$ cat src/bis_pkg.sv
// Shared types and constants for the binary insertion sorter.
// Used by bis_cell and binary_insertion_sorter_top; depends on nothing.
package bis_pkg;

    localparam int DEPTH       = 64;
    localparam int VALUE_WIDTH = 16;

    typedef logic signed [VALUE_WIDTH-1:0] value_t;

    typedef logic [1:0] cell_op_t;
    localparam cell_op_t OP_HOLD   = 2'd0;
    localparam cell_op_t OP_INSERT = 2'd1;
    localparam cell_op_t OP_SHIFT  = 2'd2;

    typedef struct packed {
        logic   valid;
        logic   gt;
        value_t value;
    } cell_tap_t;

endpackage

$ cat src/binary_insertion_sorter_top.sv
// Stable ascending sorter for runs of signed values, built as a chain of cells.
// Depends on bis_pkg and bis_cell.
//
// For each input beat, every cell compares its value with the incoming one in
// parallel and the chain opens a gap after any equal values, so a run streams
// in at one beat per cycle. After the beat marked last, the input stalls while
// the run drains from the head cell, one beat per cycle unless out_stall holds
// it, by shifting the chain toward the head. Up to 64 values are held; further
// values of a run are dropped and every output beat of that run carries overflow.
module binary_insertion_sorter_top (
    input  logic            clk,
    input  logic            rst_n,
    input  logic            in_valid,
    output logic            in_stall,
    input  bis_pkg::value_t value,
    input  logic            last,
    output logic            out_valid,
    input  logic            out_stall,
    output bis_pkg::value_t sorted_value,
    output logic            end_of_run,
    output logic            overflow
);

    localparam logic ST_FILL  = 1'b0;
    localparam logic ST_DRAIN = 1'b1;

    logic               state_reg;
    logic               state_next;
    logic               dropped_reg;
    logic               dropped_next;
    logic               in_fire;
    logic               out_fire;
    logic               full;
    bis_pkg::cell_op_t  op;
    bis_pkg::cell_tap_t taps [bis_pkg::DEPTH];

    assign full     = taps[bis_pkg::DEPTH-1].valid;
    assign in_stall = (state_reg == ST_DRAIN);
    assign in_fire  = in_valid && !in_stall;

    assign out_valid    = (state_reg == ST_DRAIN) && taps[0].valid;
    assign out_fire     = out_valid && !out_stall;
    assign sorted_value = taps[0].value;
    assign end_of_run   = !taps[1].valid;
    assign overflow     = dropped_reg;

    always_comb
    begin
        op           = bis_pkg::OP_HOLD;
        state_next   = state_reg;
        dropped_next = dropped_reg;
        unique case (state_reg)
            ST_FILL:
            begin
                if (in_fire)
                begin
                    if (full)
                        dropped_next = 1'b1;
                    else
                        op = bis_pkg::OP_INSERT;
                    if (last)
                        state_next = ST_DRAIN;
                end
            end
            default:
            begin
                if (out_fire)
                begin
                    op = bis_pkg::OP_SHIFT;
                    if (end_of_run)
                    begin
                        state_next   = ST_FILL;
                        dropped_next = 1'b0;
                    end
                end
            end
        endcase
    end

    always_ff @(posedge clk or negedge rst_n)
    begin
        if (!rst_n)
        begin
            state_reg   <= ST_FILL;
            dropped_reg <= 1'b0;
        end
        else
        begin
            state_reg   <= state_next;
            dropped_reg <= dropped_next;
        end
    end

    genvar i;
    generate
        for (i = 0; i < bis_pkg::DEPTH; i++)
        begin : g_cell
            bis_pkg::cell_tap_t left_tap;
            bis_pkg::cell_tap_t right_tap;

            if (i == 0)
            begin : g_head
                assign left_tap.valid = 1'b1;
                assign left_tap.gt    = 1'b0;
                assign left_tap.value = '0;
            end
            else
            begin : g_body
                assign left_tap = taps[i-1];
            end

            if (i == bis_pkg::DEPTH - 1)
            begin : g_tail
                assign right_tap.valid = 1'b0;
                assign right_tap.gt    = 1'b0;
                assign right_tap.value = '0;
            end
            else
            begin : g_inner
                assign right_tap = taps[i+1];
            end

            bis_cell u_cell (
                .clk       (clk),
                .rst_n     (rst_n),
                .op        (op),
                .new_value (value),
                .left      (left_tap),
                .right     (right_tap),
                .tap       (taps[i])
            );
        end
    endgenerate

endmodule

$ cat src/bis_cell.sv
// One slot of the insertion chain: holds a value and its valid bit.
// Depends on bis_pkg for the value type, the cell opcodes and the tap struct.
module bis_cell (
    input  logic               clk,
    input  logic               rst_n,
    input  bis_pkg::cell_op_t  op,
    input  bis_pkg::value_t    new_value,
    input  bis_pkg::cell_tap_t left,
    input  bis_pkg::cell_tap_t right,
    output bis_pkg::cell_tap_t tap
);

    logic            valid_reg;
    logic            valid_next;
    bis_pkg::value_t value_reg;
    bis_pkg::value_t value_next;
    logic            gt;

    assign gt = valid_reg && (value_reg > new_value);

    always_comb
    begin
        valid_next = valid_reg;
        value_next = value_reg;
        unique case (op)
            bis_pkg::OP_INSERT:
            begin
                if (left.valid && left.gt)
                begin
                    valid_next = 1'b1;
                    value_next = left.value;
                end
                else if (left.valid && (!valid_reg || gt))
                begin
                    valid_next = 1'b1;
                    value_next = new_value;
                end
            end
            bis_pkg::OP_SHIFT:
            begin
                valid_next = right.valid;
                value_next = right.value;
            end
            default:
            begin
                valid_next = valid_reg;
                value_next = value_reg;
            end
        endcase
    end

    always_ff @(posedge clk or negedge rst_n)
    begin
        if (!rst_n)
        begin
            valid_reg <= 1'b0;
        end
        else
        begin
            valid_reg <= valid_next;
        end
    end

    always_ff @(posedge clk)
    begin
        value_reg <= value_next;
    end

    assign tap.valid = valid_reg;
    assign tap.gt    = gt;
    assign tap.value = value_reg;

endmodule
$ cat config.mk
export PLATFORM = sky130hd
export DESIGN_NAME = binary_insertion_sorter_top
export DESIGN_NICKNAME = d
export VERILOG_FILES = /design/src/bis_pkg.sv /design/src/binary_insertion_sorter_top.sv /design/src/bis_cell.sv
export SDC_FILE = /design/constraint.sdc
export NUM_CORES = 2
export LEC_CHECK = 0
export BUFFER_PORTS_ARGS = -buffer_cell sky130_fd_sc_hd__buf_2
export CORE_ASPECT_RATIO = 1.4
export CORE_MARGIN = 10
export CORE_UTILIZATION = 40
export DETAILED_ROUTE_END_ITERATION = 6
export HOLD_SLACK_MARGIN = 0.15
export MAX_ROUTING_LAYER = met4
export PLACE_DENSITY = 0.63
export SYNTH_ARGS = -nofsm -noshare
export SYNTH_HDL_FRONTEND = slang
export SYNTH_SLANG_ARGS = --single-unit
$ cat constraint.sdc
create_clock -name clk -period 4.2 [get_ports clk]
set_input_delay 0.21 -clock clk [delete_from_list [all_inputs] [get_ports clk]]
set_output_delay 0.21 -clock clk [all_outputs]
set_load 0.02 [all_outputs]
==> flow_results.org <==
** GRT
- Total routing resource utilization after global routing :: about 30%
- Vias in the first global route :: approximately 70000
- Largest net degree at the start of global routing :: 177
- GRT overflow :: 0
- The first global-routing pass estimated roughly 480000 um of wire.
- The initial antenna violation count is 14.

** Timing
- Headroom to the max-slew limit came out at approximately 12%.
- The clock period could shrink to between 3 and 4 ns.
- Post-Route Skew :: approximately 0.032 ns
- Number of hold violations in the final report :: 0
- Final count of negative-setup-slack endpoints :: 0
- The final-report max-slew violation count was 0.
- For this run, the top clock speed supported by timing is about 270 MHz.
- Worst hold slack :: 0.198 ns
- Setup repair after global routing missed its margin :: no
- At the pin with the least slew margin, the transition time is 1.32 ns.
- After layout, the worst path uses a little under 90% of the clock period.

** Synthesis
- The cell area that synthesis handed to floorplanning was a little under 80000 um^2.
- In the synthesized netlist the dominant register cell turns out to be sky130_fd_sc_hd__edfxtp_1.
- Post-synthesis area per instance :: between 9 and 10 um^2
- For this run, the number of Yosys warnings is 0.
- Synthesized instance count :: roughly 8000
- Nets in the synthesized netlist :: 9202
- Synth async-reset ratio :: approximately 6.1%
- Part of the Yosys area used for sequential elements :: about two fifths
- In this run, synthesis produced a sequential element count of 1090.
- In this run, synthesis inferred slightly above 1000 flip-flops with an integrated enable.
- The netlist uses 83 different library cells.

** Die
- Starting density of the core :: roughly two fifths
- Core outline area :: between 150000 and 200000 um^2
- The die is approximately 550 um tall.
- Area of the die :: approximately 220000 um^2
- Num ports :: just over 40
- Std-Cell Rows :: ~190
- The die is 396 um wide.

** Pwr
- Leakage Power :: 34.5 nW
- Of the total power, the share spent switching nets is a little under half.
- For this design the total switching power over the nets is about 36 mW.
- Per report_power, the sequential group accounts for ~36% of the total.
- Share of power burned in combinational logic :: slightly below 50%
- Summing internal, switching and leakage power gives between 70 and 80 mW.
- Fraction of power consumed by the clock network :: 14.4%
- IR Drop Worst-Case VDD :: ~0.88 mV
- P per Cell Area :: approximately 870 nW/um^2
- Internal power :: about 41 mW

** Placed design
- The congestion estimate from routability-driven global placement came to around 1.0.
- Summing all placed instances gives a cell area of about 85000 um^2.
- PortBufs :: 40
- Number of placed instances, taps included :: about 11000
- Estimated wirelength of the detail-placed design :: between 200000 and 250000 um

** Detailed routing
- Avg Vias per Cell :: 6.73
- The routed layout has 73173 vias.
- Length of the first detailed-routing pass in iterations :: 7
- Initial drt markers :: 8713
- In the final routed layout, each cell accounts on average for around 30 um.
- Remaining DRCs :: 0
- Total wire length :: between 300000 and 400000 um
- Final ANT Viol Nets :: 0

** Finish
- Area overhead of the layout relative to synthesis :: 12.4%
- Most common cell after layout, fill and taps aside :: sky130_fd_sc_hd__nand2_1
- After routing the design area is roughly 90000 um^2.
- Commonest cells after routing, fill and taps aside :: sky130_fd_sc_hd__nand2_1 (1084), sky130_fd_sc_hd__edfxtp_1 (1024), sky130_fd_sc_hd__ha_1 (1006), sky130_fd_sc_hd__nand3_1 (569), sky130_fd_sc_hd__a21oi_1 (552)
- Flip-flop count of the largest register, all copies and words added :: 1024
- Once layout is complete, the cells apart from fillers number approximately 11000.
- Final net count :: approximately 9200
- Share of cells above drive strength 1 :: a little under 10%

** Critical path
- Worst Path Class, Setup :: primary input to register
- Of all nets on the critical path, the largest fanout is 28.
- CP arrival :: around 4.2 ns
- Worst EP required :: ~4.7 ns
- The worst setup path is captured at a register.
- Critical path startpoint category :: primary input

** Clocking
- Cell at the root of the clock tree :: sky130_fd_sc_hd__clkbuf_16
- The clock passes through at most 3 buffers.
- Clock latency of the later-clocked register in the worst-skew pair :: between 0.7 and 0.8 ns
- TritonCTS built the clock tree.
- Clock buffers created by TritonCTS :: roughly 120
- Total clock sinks :: 1090
- CTS built an H-tree with a depth of 3.
- Post-CTS setup repair buffer count :: 0
- Worst-path clk slew :: about 0.060 ns

** Hold path
- Worst hold path class :: primary input to register

** Run
- The tool flagged a number of max-cap violations equal to 0.

** Status
- The flow ran to the end, and the final reports show no timing, DRC or antenna violations.
[worst paths after layout]
kind                                                startpoint                         endpoint  slack [ns]  cells past startpoint
worst min register to register                        overflow                         overflow        0.51                      1
min in group asynchronous                                rst_n                         in_stall        0.25                      2
worst max-delay path                                  value[7]  g_cell[22].u_cell.value_reg[10]        0.48                     12
max in group asynchronous                                rst_n      g_cell[57].u_cell.valid_reg        3.14                      2
worst min-delay path                                  value[2]   g_cell[42].u_cell.value_reg[2]        0.20                      4
worst max register to register  g_cell[26].u_cell.value_reg[5]   g_cell[27].u_cell.value_reg[1]        0.70                      8
[Yosys cell counts (all sizes together), types with 15 or more instances]
master	instances	area (um^2)
o21a	41	308
nor2b	82	513
inv	158	593
or2	25	156
a21oi	552	2760
a221o	400	4000
or3	78	488
and4	27	236
a41oi	28	245
nand3	569	2850
clkbuf	531	1990
o21ai	243	1220
o22ai	15	93.8
nor4	41	257
nor2	323	1210
buf	70	329
dfrtp	66	1650
a211oi	37	288
a2111oi	31	357
nand2	1100	4130
ha	1008	12600
o2111ai	32	287
nand2b	75	469
a211o	23	201
a21o	215	1610
a31oi	171	1070
nor3	269	1350
o211ai	477	3580
mux2i	57	571
o221ai	31	272
a21bo	30	300
edfxtp	1024	30700
nand4	196	1230
[metal layers]
metal  vias up  part of all wire, %  global-route usage [%]
met2      4369                   46                    47.0
met4         0                  9.0                    22.1
met3      1369                  9.5                    5.69
li1      31921                    -                       -
met1     35514                   36                    33.7
met5         -                    0                       -
[power groups by stage]
stage	clock, mW	sequential, mW	combinational (mW)
2_1_floorplan	0	23.9	26.2
5_1_grt	11.6	28.2	41.7
4_1_cts	11.2	27.6	37.4
3_3_place_gp	0	27.8	35.9
6_report	11.1	28.0	38.2
3_5_place_dp	0	27.8	37.2
[cell families after synthesis]
group | Yosys count | synth area share, %
muxes | 62 | 0.791
xor gates and xnor gates | 3 | 0.0332
and+or+nand+nor | 2856 | 17.0
adders and majority gates | 1008 | 15.9
buffers and inverters | 761 | 3.69
DFF | 1090 | 40.9
AOI/OAI and AO/OA | 2393 | 21.7
[area by class of cell]
cell class                 instances  area (um^2)
multi-input combinational       6322        44600
tap                             2632         3290
sequential                      1090        32400
inverter                         160          654
clock buffer                     145         3210
timing repair buffer             430         4090
antenna                           15         37.5
clock inverter                    79          782
fill                           18765       108000
[per-stage QoR]
step / TNS [ns] / util (%) / setup WS [ns]
floorplan: -21.40 / - / -0.305
global placement: 0 / 43.0 / 0.444
detailed placement: 0 / 43.0 / 0.412
CTS: 0 / 45.1 / 0.610
global route: 0 / 45.1 / 0.331
finish: 0 / 45.1 / 0.480
[what timing repair did]
item,in CTS,in global routing
resized for setup,0,0
endpoints found under the hold margin,112,0
setup endpoints to repair,0,0
hold buffers,19,0
[worst max-delay path: stages]
cell and delay [ns]:
sky130_fd_sc_hd__dlygate4sd3_1 0.56, sky130_fd_sc_hd__buf_2 0.17, sky130_fd_sc_hd__clkinvlp_4 0.34, sky130_fd_sc_hd__buf_12 0.35
sky130_fd_sc_hd__buf_4 0.26, sky130_fd_sc_hd__ha_1 0.32, sky130_fd_sc_hd__a21oi_1 0.15, sky130_fd_sc_hd__o21ai_0 0.12
sky130_fd_sc_hd__a2111oi_2 0.49, sky130_fd_sc_hd__nand4b_1 0.30, sky130_fd_sc_hd__and2_1 0.44, sky130_fd_sc_hd__a221o_1 0.41
Power figures use the tool's default switching activity.
